## config.mk

```make
export PLATFORM = sky130hd
export DESIGN_NAME = wmf_queue
export DESIGN_NICKNAME = d
export VERILOG_FILES = /design/src/wmf_pkg.sv /design/src/wmf_queue.sv
export VERILOG_INCLUDE_DIRS = /design/src /design/src/src
export SDC_FILE = /design/constraint.sdc
export NUM_CORES = 1
export LEC_CHECK = 0
export ABC_AREA = 1
export ABC_CLOCK_PERIOD_IN_PS = 4100
export BUFFER_PORTS_ARGS = -buffer_cell sky130_fd_sc_hd__buf_2
export CAP_MARGIN = 20
export CORE_UTILIZATION = 40
export DETAILED_ROUTE_END_ITERATION = 6
export PLACE_DENSITY = 0.6
export SKIP_CTS_REPAIR_TIMING = 1
export SYNTH_ARGS = -nofsm -noshare
export SYNTH_HDL_FRONTEND = slang
export SYNTH_SLANG_ARGS = --single-unit
```

## constraint.sdc

```tcl
create_clock -name clk -period 4.1 [get_ports clk]
set_clock_uncertainty 0.1 [all_clocks]
set_input_delay 1.025 -clock clk [delete_from_list [all_inputs] [get_ports clk]]
set_output_delay 1.025 -clock clk [all_outputs]
set_load 0.01 [all_outputs]
```

## src/windowed_median_filter_assert.svh

```systemverilog
// Assertion macros used by the median filter queue.
`ifndef WINDOWED_MEDIAN_FILTER_ASSERT_SVH
`define WINDOWED_MEDIAN_FILTER_ASSERT_SVH
`ifndef NO_ASSERTIONS
`define WMF_ASSERT(lbl, expr) \
	lbl: assert property (@(posedge clk) disable iff (!arst_n) (expr)) \
		else $error("median filter: invariant violated");
`define WMF_ASSERT_NEXT(lbl, pre, post) \
	lbl: assert property (@(posedge clk) disable iff (!arst_n) (pre) |=> (post)) \
		else $error("median filter: sequence violated");
`else
`define WMF_ASSERT(lbl, expr)
`define WMF_ASSERT_NEXT(lbl, pre, post)
`endif
`endif

```

## src/wmf_pkg.sv

```systemverilog
// Types and constants of the windowed median filter.
`timescale 1ns / 1ps
package wmf_pkg;
	localparam int WINDOW    = 3;
	localparam int HALF      = WINDOW / 2;
	localparam int NWIN      = WINDOW * WINDOW;
	localparam int MAX_WIDTH = 1024;
	localparam int PIX_W     = 8;
	localparam int CFG_W_W   = 11;
	localparam int CFG_H_W   = 12;
	localparam int COL_W     = $clog2(MAX_WIDTH + 1);
	localparam int ADDR_W    = $clog2(MAX_WIDTH);
	localparam int SLOT_W    = $clog2(WINDOW);
	localparam int RANK_W    = $clog2(NWIN);
	localparam int LEAD_W    = $clog2(HALF * MAX_WIDTH + HALF + 2);
	localparam int QDEPTH    = 4;
	localparam int QPTR_W    = $clog2(QDEPTH);
	localparam int QCNT_W    = $clog2(QDEPTH + 1);

	localparam logic REG_IDX_WIDTH  = 1'b0;
	localparam logic REG_IDX_HEIGHT = 1'b1;

	localparam logic [CFG_W_W-1:0] WIDTH_RESET  = CFG_W_W'(640);
	localparam logic [CFG_H_W-1:0] HEIGHT_RESET = CFG_H_W'(480);

	// One column shift for the back end, with the output decision attached.
	typedef struct packed {
		logic              wr;
		logic [PIX_W-1:0]  pixel;
		logic [ADDR_W-1:0] addr;
		logic [SLOT_W-1:0] slot;
		logic              emit;
		logic [WINDOW-1:0] rmask;
		logic [WINDOW-1:0] cmask;
		logic              last;
	} op_t;

	// Memory slot that holds the row at window position t of the current column.
	function automatic logic [SLOT_W-1:0] slot_of(input logic [SLOT_W-1:0] slot, input int t);
		int s;
		s = int'(slot) + t + 1;
		if (s >= WINDOW) s = s - WINDOW;
		return SLOT_W'(s);
	endfunction
endpackage

```

## src/wmf_queue.sv

```systemverilog
// Short queue of column shifts between the front end and the back end.
`timescale 1ns / 1ps
`include "windowed_median_filter_assert.svh"
module wmf_queue (
	input  logic         clk,
	input  logic         arst_n,
	input  logic         push,
	input  wmf_pkg::op_t push_op,
	output logic         full,
	input  logic         pop,
	output logic         nonempty,
	output wmf_pkg::op_t head
);
	wmf_pkg::op_t                mem_q [wmf_pkg::QDEPTH];
	logic [wmf_pkg::QPTR_W-1:0]  wp_q, rp_q;
	logic [wmf_pkg::QCNT_W-1:0]  count_q;

	assign full     = count_q == wmf_pkg::QCNT_W'(wmf_pkg::QDEPTH);
	assign nonempty = count_q != '0;
	assign head     = mem_q[rp_q];

	always_ff @(posedge clk) begin
		if (push) mem_q[wp_q] <= push_op;
	end

	always_ff @(posedge clk or negedge arst_n) begin
		if (!arst_n) begin
			wp_q <= '0;
			rp_q <= '0;
			count_q <= '0;
		end else begin
			if (push) wp_q <= wp_q + 1'b1;
			if (pop) rp_q <= rp_q + 1'b1;
			if (push && !pop) count_q <= count_q + 1'b1;
			else if (pop && !push) count_q <= count_q - 1'b1;
		end
	end

	`WMF_ASSERT(a_q_count_range, count_q <= wmf_pkg::QCNT_W'(wmf_pkg::QDEPTH))
	`WMF_ASSERT(a_q_no_overflow, !(push && full))
	`WMF_ASSERT(a_q_no_underflow, !(pop && !nonempty))
	`WMF_ASSERT_NEXT(a_q_last_pop, count_q == 1 && pop && !push, !nonempty)
endmodule

```

======== Word-level counts from Yosys, hierarchy flattened ========
Memory sizes are Yosys's and may differ from the RTL's.
Index checks and enable logic that the tools add are counted.
Widths: inputs -> output; s select.
cells by class
  add/sub/neg operators ................... 4
  mux-type cells .......................... 4
  bitwise logic cells ..................... 0
  magnitude comparators ................... 0
  divide/modulo/power cells ............... 0
  equality and inequality tests ........... 1
  shift-type cells ........................ 0
  multiply operators ...................... 0
  reduce and logical (&&, ||, !) cells .... 6
operators with widths
  operator             number
  $mux 3               2
  $add 2x1->2 const B  2
  $add 3x1->3 const B  1
  $eq 3x3->1 const B   1
  $reduce_bool 3->1    1
  $sub 3x1->3 const B  1
  $logic_and 1x1->1    2
  $logic_not 1->1      2
  $mux 1               2
  $reduce_bool 2->1    1
word-level totals
  bits in read-only memories .............. 0
  input port bits ......................... 33
  memory bits (writable) .................. 116
  output and inout bits ................... 31
  register bits after elaboration ......... 7
  latch bits .............................. 0
  memories ................................ 1
memory list
  memory  depth  width  read ports  clocked after Yosys merged registers in  write ports  line             RTL
  mem_q   4      29     1           0                                        1            wmf_queue.sv:14  wmf_pkg::op_t mem_q [wmf_pkg::QDEPTH];

======== Depth between registers and ports, before layout ========
  word-level depth ........................ 4
  depth in mapped cells ................... 9
  mapped depth without buffers ............ 9

======== Worst setup path before layout ========
Ideal clock, no wire load.
  path type ............................... input port to flip-flop
  start ................................... input port push
  end ..................................... memory mem_q[1][0] (netlist name), enable pin
  setup time .............................. 0.384 ns
  stages .................................. 3
  path buffers ............................ 1
  arrival time ............................ 1.889 ns
  path slack .............................. 1.727 ns
  path through ............................ clkbuf_1 -> nand2_1 -> inv_1
between the ends
  cells in the longest elaborated chain, start to end .. 2
RTL lines
  element                       line             RTL
  from (decl)                   wmf_queue.sv:7   input logic push,
  $mux 1                        wmf_queue.sv:23  if (push) mem_q[wp_q] <= push_op;
  $mux 1 (not written as such)  wmf_queue.sv:23
  to (decl)                     wmf_queue.sv:14
Every way passes these cells.

==> metrics.txt <==
asr flop ratio synth around 5.7%; share of layout cells above drive strength 1 between 20% and 30%; Hold WC Path Type input pin to async pin; Worst-path clk slew 60 ps; grt ovf 0; crit-path max cell delay 810 ps; DRC Markers 0; prevailing post-synth register cell edfxtp_1; Post-Route WL between 9000 and 10,000 um; Syn Area/Cell 13.18 um2; pin count of the biggest net entering global routing between 60 and 70; Rows 40; post-synthesis adder-cell area fraction between 1.5 and 2%; Tmin final 3153 ps; final setup fails 0; XOR/XNOR Fraction of Synth Area 0.6866%; cell area after synthesis a little over 5000 um2; vias per cell 4.563; Post-DRT Antenna Nets 0; Slowest-stage cell, CP dfrtp_4; first-pass GRT wire length 14,750 um; commonest non-fill, non-tap cell in the layout edfxtp_1; Num CTS Buffers 17; flops & latches, synth approximately 120; simple-gate area share of the yosys netlist 7.822%; Detail Placement HPWL 5381 um; TritonCTS clock tree built; Fin Setup TNS 0 ps; Synthesized Nets 426; Synth Area in Compound Gates between 10% and 20%; I/O Pins 64; CP arrival 2030 ps; crit end category primary output; wire per inst 14.39 um; Max-Cap Viols 0; Die H 114.9 um; commonest cells after routing, fill and taps aside 116 x edfxtp_1, 101 x nand2_1, 69 x inv_1; fmax 0.3171 GHz; CP dominant cell by count nand2_1; worst skew pair latency 400 ps; final period utilization 76.91%; critical path cell sequence buf_12 -> nand2_1 -> o211ai_1 -> nand2_1 -> buf_2; GPL Wtd Cong 0.6894; Vias roughly 2,900; Worst Max-Slew Pin Slew around 840 ps; core area approximately 12,000 um2; outcome complete, no violations; CTS Buffer Depth 2; Setup WS pre-CTS around 1400 ps; worst IR drop on VDD 0.0003328 V; die area 13,210 um2; EDFF count, synth ~120; Final Max Tran Viols 0; delay-heaviest family, CP flip-flops; Ys Warns 0; synth unique cells 21; diode count 0; DP Area 5580 um2; Mapped Cells 387; post-synthesis mux area share 0%; Slew headroom between 40% and 50%; Initial DRC Count 231; Leak 2.570 nW; final worst setup slack 946.8 ps; Pwr Density 760.6 nW/um2; final instance area ~6200 um2; Seq/Total Area, Yosys 71.70%; # port buffers 63; Hold Fails Final Rpt 0; H-tree depth 4; CTS Sinks roughly 120; Crit Path Class flip-flop to primary output; RSZ-0062 raised after global routing false; Worst Path Buf+Inv 2; initial core utilization 41.78%; nets@finish 496; area grow syn2layout 21.58%; largest family of logic cells by synthesized area compound AO/OA/AOI/OAI gates; initial antenna violation count 0; vias in the first global route 2,860; WP data required 2970 ps; TritonRoute pass-1 iters 5; Die X 114.9 um; critical-path maximum fanout 60; Total GRT Usage 15.35%; startpoint types flip-flop; CTS root buffer clkbuf_16
power by group:
group	internal (W)	leakage, nW	switching (W)
Sequential	0.00165	1.15	0.000164
Clock	0.00102	0.291	0.000525
Combinational	0.000505	1.13	0.000854
Total	0.00317	2.57	0.00154
worst reg2reg max path, delay by kind of cell (launching register included):
family / cells / cell delay [ps]
adders and majority gates: 1 / 140
buffers and inverters: 3 / 840
DFF: 1 / 430
and+or+nand+nor: 1 / 40
cell families after synthesis:
group                      count (synthesis)
xor gates and xnor gates                   4
AOI/OAI and AO/OA                         59
adders and majority gates                  6
buffers and inverters                     90
DFF                                      123
and+or+nand+nor                          105
cells in the mapped netlist (2+ instances only):
cell type / n / area, um2
inv_1: 69 / 259.0
buf_6: 4 / 45.04
dfrtp_1: 7 / 175.2
o211ai_1: 38 / 285.3
o211ai_2: 20 / 250.2
buf_2: 12 / 60.06
clkbuf_1: 2 / 7.510
xor2_1: 3 / 26.28
nand2_1: 101 / 379.1
edfxtp_1: 116 / 3483
ha_1: 5 / 62.56
stage by stage:
step | hold WS [ps] | cells | total power [W] | util (%)
after floorplan | 341.7 | 387 | 0.002767 | -
after global placement | 356.9 | 606 | 0.003203 | 45.70
after detailed placement | 364.6 | 606 | 0.003233 | 45.70
after CTS | 349.0 | 638 | 0.004786 | 50.80
after global routing | 348.1 | 638 | 0.005017 | 50.80
final | 353.2 | 638 | 0.004718 | 50.80
sequential cells by signal, summed over array words and instances (netlist names):
name / cells
rp_q: 2
mem_q: 116
count_q: 3
wp_q: 2
final timing paths:
check                           start           end  slack [ps]  cells past startpoint
min in group clk           count_q[2]    count_q[2]         390                      2
max                           rp_q[0]      head[17]         950                      5
min reg2reg                count_q[2]    count_q[2]         390                      2
max in group asynchronous      arst_n       rp_q[0]        3350                      1
min                            arst_n    count_q[1]         350                      1
max reg2reg                   wp_q[0]  mem_q[2][21]        2210                      5
per-layer routing:
metal / share of wire, % / vias to the layer above / routed length [um] / track usage, %
met1: 46 / 1370 / 4233 / 20.26
met4: 0.54 / 0 / 50 / 3.983
met3: 5.3 / 4 / 491 / 5.271
met2: 48 / 69 / 4403 / 24.34
met5: 0 / - / 0 / 0
li1: - / 1468 / - / -
area by class of cell:
cell class              count  area [um2]
clock buffers              17       425.4
clock inverters            15       197.7
fillers                  1068        6008
inverters                  70       262.8
multi-input cells         174        1057
flip-flops and latches    123        3662
well taps                 168       210.2
repair buffers             71       387.9
Power figures use the tool's default switching activity.
