[src/windowed_median_filter_assert.svh]
// Assertion macros used by the median filter queue.
`ifndef WINDOWED_MEDIAN_FILTER_ASSERT_SVH
`define WINDOWED_MEDIAN_FILTER_ASSERT_SVH
`ifndef NO_ASSERTIONS
`define WMF_ASSERT(lbl, expr) \
	lbl: assert property (@(posedge clk) disable iff (!arst_n) (expr)) \
		else $error("median filter: invariant violated");
`define WMF_ASSERT_NEXT(lbl, pre, post) \
	lbl: assert property (@(posedge clk) disable iff (!arst_n) (pre) |=> (post)) \
		else $error("median filter: sequence violated");
`else
`define WMF_ASSERT(lbl, expr)
`define WMF_ASSERT_NEXT(lbl, pre, post)
`endif
`endif

[src/wmf_pkg.sv]
// Types and constants of the windowed median filter.
`timescale 1ns / 1ps
package wmf_pkg;
	localparam int WINDOW    = 3;
	localparam int HALF      = WINDOW / 2;
	localparam int NWIN      = WINDOW * WINDOW;
	localparam int MAX_WIDTH = 1024;
	localparam int PIX_W     = 8;
	localparam int CFG_W_W   = 11;
	localparam int CFG_H_W   = 12;
	localparam int COL_W     = $clog2(MAX_WIDTH + 1);
	localparam int ADDR_W    = $clog2(MAX_WIDTH);
	localparam int SLOT_W    = $clog2(WINDOW);
	localparam int RANK_W    = $clog2(NWIN);
	localparam int LEAD_W    = $clog2(HALF * MAX_WIDTH + HALF + 2);
	localparam int QDEPTH    = 4;
	localparam int QPTR_W    = $clog2(QDEPTH);
	localparam int QCNT_W    = $clog2(QDEPTH + 1);

	localparam logic REG_IDX_WIDTH  = 1'b0;
	localparam logic REG_IDX_HEIGHT = 1'b1;

	localparam logic [CFG_W_W-1:0] WIDTH_RESET  = CFG_W_W'(640);
	localparam logic [CFG_H_W-1:0] HEIGHT_RESET = CFG_H_W'(480);

	// One column shift for the back end, with the output decision attached.
	typedef struct packed {
		logic              wr;
		logic [PIX_W-1:0]  pixel;
		logic [ADDR_W-1:0] addr;
		logic [SLOT_W-1:0] slot;
		logic              emit;
		logic [WINDOW-1:0] rmask;
		logic [WINDOW-1:0] cmask;
		logic              last;
	} op_t;

	// Memory slot that holds the row at window position t of the current column.
	function automatic logic [SLOT_W-1:0] slot_of(input logic [SLOT_W-1:0] slot, input int t);
		int s;
		s = int'(slot) + t + 1;
		if (s >= WINDOW) s = s - WINDOW;
		return SLOT_W'(s);
	endfunction
endpackage

[src/wmf_front.sv]
// Front end: accepts items, tracks frame positions and issues column shifts.
`timescale 1ns / 1ps
module wmf_front (
	input  logic                         clk,
	input  logic                         arst_n,
	input  logic [wmf_pkg::CFG_W_W-1:0]  width,
	input  logic [wmf_pkg::CFG_H_W-1:0]  height,
	input  logic                         item_valid,
	output logic                         item_ready,
	input  logic [wmf_pkg::PIX_W-1:0]    pixel,
	input  logic                         drain,
	input  logic                         q_full,
	output logic                         push,
	output wmf_pkg::op_t                 op
);
	logic [wmf_pkg::COL_W-1:0]   ew, oc_q, ic_q, vc_q, oc, ic, vc;
	logic [wmf_pkg::CFG_H_W-1:0] eh, or_q, ir_q, orow, ir;
	logic [wmf_pkg::SLOT_W-1:0]  slot_q, slot;
	logic [wmf_pkg::LEAD_W-1:0]  lead_q, lead, thr;
	logic [wmf_pkg::LEAD_W-1:0]  pad_q, pad;
	logic                        shift, accept, step;
	logic [wmf_pkg::CFG_H_W:0]   rt;
	logic [wmf_pkg::COL_W:0]     ct;

	always_comb begin
		if (width == '0) ew = wmf_pkg::COL_W'(1);
		else if (int'(width) > wmf_pkg::MAX_WIDTH) ew = wmf_pkg::COL_W'(wmf_pkg::MAX_WIDTH);
		else ew = wmf_pkg::COL_W'(width);
		eh = (height == '0) ? wmf_pkg::CFG_H_W'(1) : height;
		thr = wmf_pkg::LEAD_W'(wmf_pkg::HALF) * wmf_pkg::LEAD_W'(ew)
			+ wmf_pkg::LEAD_W'(wmf_pkg::HALF);
	end

	assign item_ready = !q_full && pad_q == '0;
	assign accept     = item_valid && item_ready;
	assign step       = (pad_q != '0) ? !q_full : accept;

	always_comb begin
		oc = oc_q; orow = or_q; ic = ic_q; ir = ir_q;
		vc = vc_q; slot = slot_q; lead = lead_q; pad = pad_q;
		shift = 1'b0;
		op = '0;
		rt = '0;
		ct = '0;
		if (oc >= ew) begin
			oc = '0;
			orow = orow + 1'b1;
		end
		if (orow >= eh) begin
			oc = '0; orow = '0; ic = '0; ir = '0; vc = '0; slot = '0; lead = '0;
		end
		if (ir < eh && ic >= ew) begin
			ic = '0;
			ir = ir + 1'b1;
		end
		op.pixel = pixel;
		op.addr  = vc[wmf_pkg::ADDR_W-1:0];
		op.slot  = slot;
		if (pad_q != '0) begin
			// A frame too short to fill the window gets empty column shifts after its
			// last pixel, so the drain items see the window in the usual place.
			shift = 1'b1;
			pad = pad_q - 1'b1;
		end else if (!drain && ir < eh) begin
			op.wr = 1'b1;
			shift = 1'b1;
			ic = ic + 1'b1;
			if (ic >= ew) begin
				ic = '0;
				ir = ir + 1'b1;
			end
			lead = lead + 1'b1;
			op.emit = lead > thr;
			if (ir >= eh && lead < thr) pad = thr - lead;
		end else if (ir >= eh && orow < eh) begin
			shift = 1'b1;
			op.emit = 1'b1;
		end
		// Window validity of the output pixel, by row and by column offset.
		for (int t = 0; t < wmf_pkg::WINDOW; t++) begin
			rt = {1'b0, orow} + (wmf_pkg::CFG_H_W+1)'(t);
			op.rmask[t] = rt >= (wmf_pkg::CFG_H_W+1)'(wmf_pkg::HALF)
				&& rt < {1'b0, eh} + (wmf_pkg::CFG_H_W+1)'(wmf_pkg::HALF);
			ct = {1'b0, oc} + (wmf_pkg::COL_W+1)'(t);
			op.cmask[t] = ct >= (wmf_pkg::COL_W+1)'(wmf_pkg::HALF)
				&& ct < {1'b0, ew} + (wmf_pkg::COL_W+1)'(wmf_pkg::HALF);
		end
		op.last = (orow == eh - 1'b1) && (oc == ew - 1'b1);
		if (shift) begin
			vc = vc + 1'b1;
			if (vc >= ew) begin
				vc = '0;
				slot = (int'(slot) == wmf_pkg::WINDOW - 1) ? '0 : slot + 1'b1;
			end
		end
		if (op.emit) begin
			lead = lead - 1'b1;
			oc = oc + 1'b1;
			if (oc >= ew) begin
				oc = '0;
				orow = orow + 1'b1;
			end
			if (orow >= eh) begin
				oc = '0; orow = '0; ic = '0; ir = '0; vc = '0; slot = '0; lead = '0;
			end
		end
	end

	assign push = step && shift;

	always_ff @(posedge clk or negedge arst_n) begin
		if (!arst_n) begin
			oc_q <= '0; or_q <= '0; ic_q <= '0; ir_q <= '0;
			vc_q <= '0; slot_q <= '0; lead_q <= '0; pad_q <= '0;
		end else if (step) begin
			oc_q <= oc; or_q <= orow; ic_q <= ic; ir_q <= ir;
			vc_q <= vc; slot_q <= slot; lead_q <= lead; pad_q <= pad;
		end
	end
endmodule

[config.mk]
export PLATFORM = sky130hd
export DESIGN_NAME = wmf_front
export DESIGN_NICKNAME = d
export VERILOG_FILES = /design/src/windowed_median_filter_assert.svh /design/src/wmf_pkg.sv /design/src/wmf_front.sv
export SDC_FILE = /design/constraint.sdc
export NUM_CORES = 1
export LEC_CHECK = 0
export BUFFER_PORTS_ARGS = -buffer_cell sky130_fd_sc_hd__buf_2
export CAP_MARGIN = 20
export CORE_MARGIN = 1.5
export CORE_UTILIZATION = 40
export DETAILED_ROUTE_END_ITERATION = 12
export HOLD_SLACK_MARGIN = 0.15
export MAX_ROUTING_LAYER = met4
export PLACE_DENSITY = 0.54
export SLEW_MARGIN = 20
export SYNTH_ARGS = -nofsm -noshare
export SYNTH_HDL_FRONTEND = slang
export SYNTH_SLANG_ARGS = --single-unit
[constraint.sdc]
create_clock -name clk -period 27.6 [get_ports clk]
set_clock_uncertainty 0.1 [all_clocks]
set_input_delay 4.14 -clock clk [delete_from_list [all_inputs] [get_ports clk]]
set_output_delay 4.14 -clock clk [all_outputs]
set_load 0.01 [all_outputs]
* Yosys cells after proc, flatten, opt, wreduce, memory -nomap -nowiden
Index checks and enable logic that the tools add are counted.
** Operators by class
- $add $sub $neg :: 21
- $lt $le $gt $ge :: 27
- Equality and inequality tests :: 3
- Muxes and demuxes :: 57
- Reduce and logical (&&, ||, !) cells :: 23
** Operators by type and width (number)
- $mux 11 :: 27
- $mux 12 :: 16
- $lt 12x12->1 :: 5
- $add 11x1->11 const B :: 5
- $ge 11x11->1 :: 5
- $add 12x1->12 const B :: 4
- $ge 12x12->1 :: 4
- $ge 12x1->1 const B :: 3
- $sub 11x1->11 const B :: 3
- $add 12x1->13 const B :: 2
- $ge 13x1->1 const B :: 2
- $lt 13x13->1 :: 2
- $add 11x1->12 const B :: 2
- $logic_not 11->1 :: 2
- $logic_and 1x1->1 :: 14
- $add 12x2->13 const B :: 1
- $lt 12x13->1 :: 1
- $add 11x2->12 const B :: 1
- $eq 12x12->1 :: 1
- $logic_not 12->1 :: 1
- $lt 11x12->1 :: 1
- $mux 2 :: 6
- $sub 12x1->12 const B :: 1
- $eq 11x11->1 :: 1
- 12 further kinds :: 21
** Word-level totals
- Bits in registers :: 81
- Input port bits :: 36
- Output and inout bits :: 31
- Word-level logic and storage cells :: 139

* Depth between registers and ports, before layout
- Depth after elaboration :: 20
- Depth in mapped cells :: 60

* Worst setup path after synthesis
Ideal clock, no wire load.
- Path kind :: input -> output
- From :: input width[2] (netlist name)
- To :: output op[7] (netlist name)
- Data arrival time :: 13.775 ns
- Required time :: 23.360 ns
- Path slack :: 9.585 ns
- Stages on the path :: 43
- Buffers on the path :: 9
- Cells stage by stage :: clkbuf_1 or4_1 nor2_1 a21oi_1 nor2_1 ha_1 and4_1 a31oi_1 clkbuf_1 a211oi_1 nand4_1 xor2_1 inv_1 ha_1 nand2_1 nor2_1 a211oi_1 o21a_1 [... 7 more ...] nand4_1 nor3_1 a221oi_1 o211ai_1 or2_2 clkbuf_1 or4_1 mux2_2 ha_1 nand3_1 or2_2 a21o_1 a21oi_1 nor2_1 mux2i_1 nand2b_1 clkbuf_1 clkinv_1
** RTL lines
- from (decl) :: RTL line wmf_front.sv:6 : input logic [wmf_pkg::CFG_W_W-1:0] width,
- to (decl) :: RTL line wmf_front.sv:14 : output wmf_pkg::op_t op

==> flow_summary.ini <==
[sta]
fmax_mhz = 49.7
period_minus_slack_ns = 20.11
worstMarginPinSlew_ns = 0.990
rsz0062_at_grt = false
setup_viol = 0
slew_headroom_pct = 33.7
whs_ns = 0.387
final_hold_viol_count = 0
finalCritPeriodShare_pct = 72.8
drv_slew = 0
fin_tns_setup_ns = 0

[drt]
wire_per_inst_um = 19.7
drtIter0Drc = 846
vias = 12688
drc = 0
first_pass_iters = 7
wl_um = 42700
avgViaCountPerCell = 5.84
ant_nets = 0

[synthesis]
synthMuxAreaShare_pct = 1.83
synthArstFlopShare_pct = 100
synth-simple-area-share_pct = 24.0
yosysTopAreaCellShare_pct = 21.9
netlist_top_cells_area = ha_1, dfrtp_1, xnor2_1
netlist_area_um2 = 13200
yosysWarnings = 0
synth_top_family_by_area = simple AND/OR/NAND/NOR gates
netlist_instances = 1717
synth_compound_area_share_pct = 20.8
synth_ff_type = dfrtp_1
seq_area_frac_synth_pct = 15.4
synth_xor_area_share_pct = 10.9
yosys.area.top_type = ha_1
synth_seq_cells = 81
synth-edff-count = 0
ys_types = 82
yosys.area_share.adder_pct = 22.1
avgSynthCellArea_um2 = 7.68

[run]
maxCapViolations = 0

[critical_path]
worstSetupPathType = in2out
cpPeakStageDelay_ns = 0.76
crit_path_frequent_cell = nor2_1
rrSetupSlack_ns = 13.88
cp.required_ns = 23.36
critPathSlowestCell = a31oi_1
cp.arrival_ns = 15.87
worstPathMaxFanout = 61
startpoint_type = input port
cp-end-kind = output pin

[finish]
utilization_pct = 43.6
antennaDiodeCount = 0
finalNonFillerCells = 2174
multi_input_area_um2 = 10500
area_delta_synth_final_pct = 7.21
seq_area_um2 = 2030
drive_gt1_share_pct = 7.27
final_net_count = 1995
fillers = 3309

[placement]
io_buffer_count = 50
hpwlAfterDp_um = 33200
placedCellCount = 2158
routabilityCongestion = 0.932

[min_path]
hp-class = reg2reg

[clock_network]
cts_buffer_depth = 2
cts.sinks = 81
cts_made_buffers = 9
cts_root_buffer = clkbuf_16
clk_latency_ns = 0.36
cts_resized = 0
cts_tree = done
hold_buffers = 0
clkTransAtPathRegs_ns = 0.06
post_cts_buffers = 0
htree_levels = 3

[power_and_ir_drop]
cellPowerDensity_nw_per_um2 = 39.2
p_total_w = 0.000554
ir_worst_vdd_mv = 0.0359
leakage_nw = 6.52

[global_routing]
first_global_vias = 12277
antenna_found_initial = 0
grt_pass1_wl_um = 68500
gr-total-overflow = 0
grt_max_degree = 73
grt_usage_pct = 26.4

[floorplan]
die_area_um2 = 34100
rows = 66
fp.dieW_um = 185
pin_count = 67
core_um2 = 32500
start_util_pct = 40.6
die_h_um = 185

[run_status]
status = completed
stage by stage:
stage	setup slack, ns	instance area, um^2
6_report	7.49	14100
5_1_grt	6.73	14100
4_1_cts	7.71	14100
3_5_place_dp	7.77	13900
3_3_place_gp	8.21	13900
2_1_floorplan	9.59	13200
layout by cell type, fill, tap and decap left out, drive strengths merged, types with 8 or more instances in the layout:
cell and count:
a21o 31, or4 10, nand2 177, a22o 18
o21ai 120, o31ai 16, a21oi 92, o21a 22
nor2b 19, inv 95, o211ai 10, mux2i 14
or3 12, nor4b 8, a211o 8, mux2 9
a221oi 9, xor2 50, nor2 148, xnor2 114
dfrtp 81, a31oi 14, nor3 37, and2 38
clkbuf 10, a211oi 12, nand4 24, buf 69
and3 21, nor4 24, ha 231, nand3 59
nand2b 26
metal layers:
metal	GRT usage (%)	vias to the layer above	wire length, um
met2	41.8	401	19300
met4	6.13	0	765
met5	-	-	0
met3	3.02	52	2470
li1	-	6218	-
met1	36.0	6017	20200
power by group:
group	internal, W	total [W]	switching, W
clock network	0.0000647	0.000124	0.0000592
logic	0.000108	0.000275	0.000168
registers	0.000135	0.000154	0.0000198
sequential cells by signal, indices dropped and copies added (netlist names):
signal  count
pad_q      11
vc_q       11
or_q       12
oc_q       11
lead_q     11
ir_q       12
slot_q      2
ic_q       11
synthesized netlist by cell type (all sizes together), types with 10 or more instances:
cell type and n:
ha 231, nand2 177, nor2 148, o21ai 120
xnor2 114, a21oi 92, inv 92, dfrtp 81
clkbuf 59, nand3 59, xor2 50, and2 38
nor3 37, a21o 31, nand2b 26, nand4 24
nor4 24, o21a 22, and3 21, nor2b 19
a22o 18, o31ai 16, a31oi 14, mux2i 14
a211oi 12, buf 12, or3 12, o211ai 10
or4 10
cells by family after synthesis:
logic type,Yosys count
buf+inv,165
fa+ha+maj,232
mux,23
other cells,1
flops,81
xor+xnor,164
compound gates,418
simple gates,633
area by class of cell:
cell class              instances  share of cell area, %
well taps                     442                   3.91
clock inverters                 6                  0.336
repair buffers                 69                   2.80
clock buffers                  10                   1.69
flip-flops and latches         81                   14.3
multi-input cells            1472                   74.4
inverters                      94                   2.50
critical path, delay by kind of cell:
kind                       cells  cell delay [ns]
adders and majority gates      4             1.17
AOI/OAI and AO/OA             11             3.76
muxes                          1             0.24
buffers and inverters          5             1.75
and+or+nand+nor               16             4.33
xor gates and xnor gates       1             0.40
worst paths after layout:
kind | start | cells after the start | endpoint
setup / recovery | width[2] | 38 | op[7]
hold / removal | or_q[8] | 2 | or_q[8]
min in group asynchronous | arst_n | 1 | vc_q[6]
hold reg to reg | or_q[8] | 2 | or_q[8]
setup reg to reg | oc_q[3] | 48 | pad_q[0]
max in group asynchronous | arst_n | 2 | or_q[0]
Note: power is estimated with default switching activity, not from simulation.
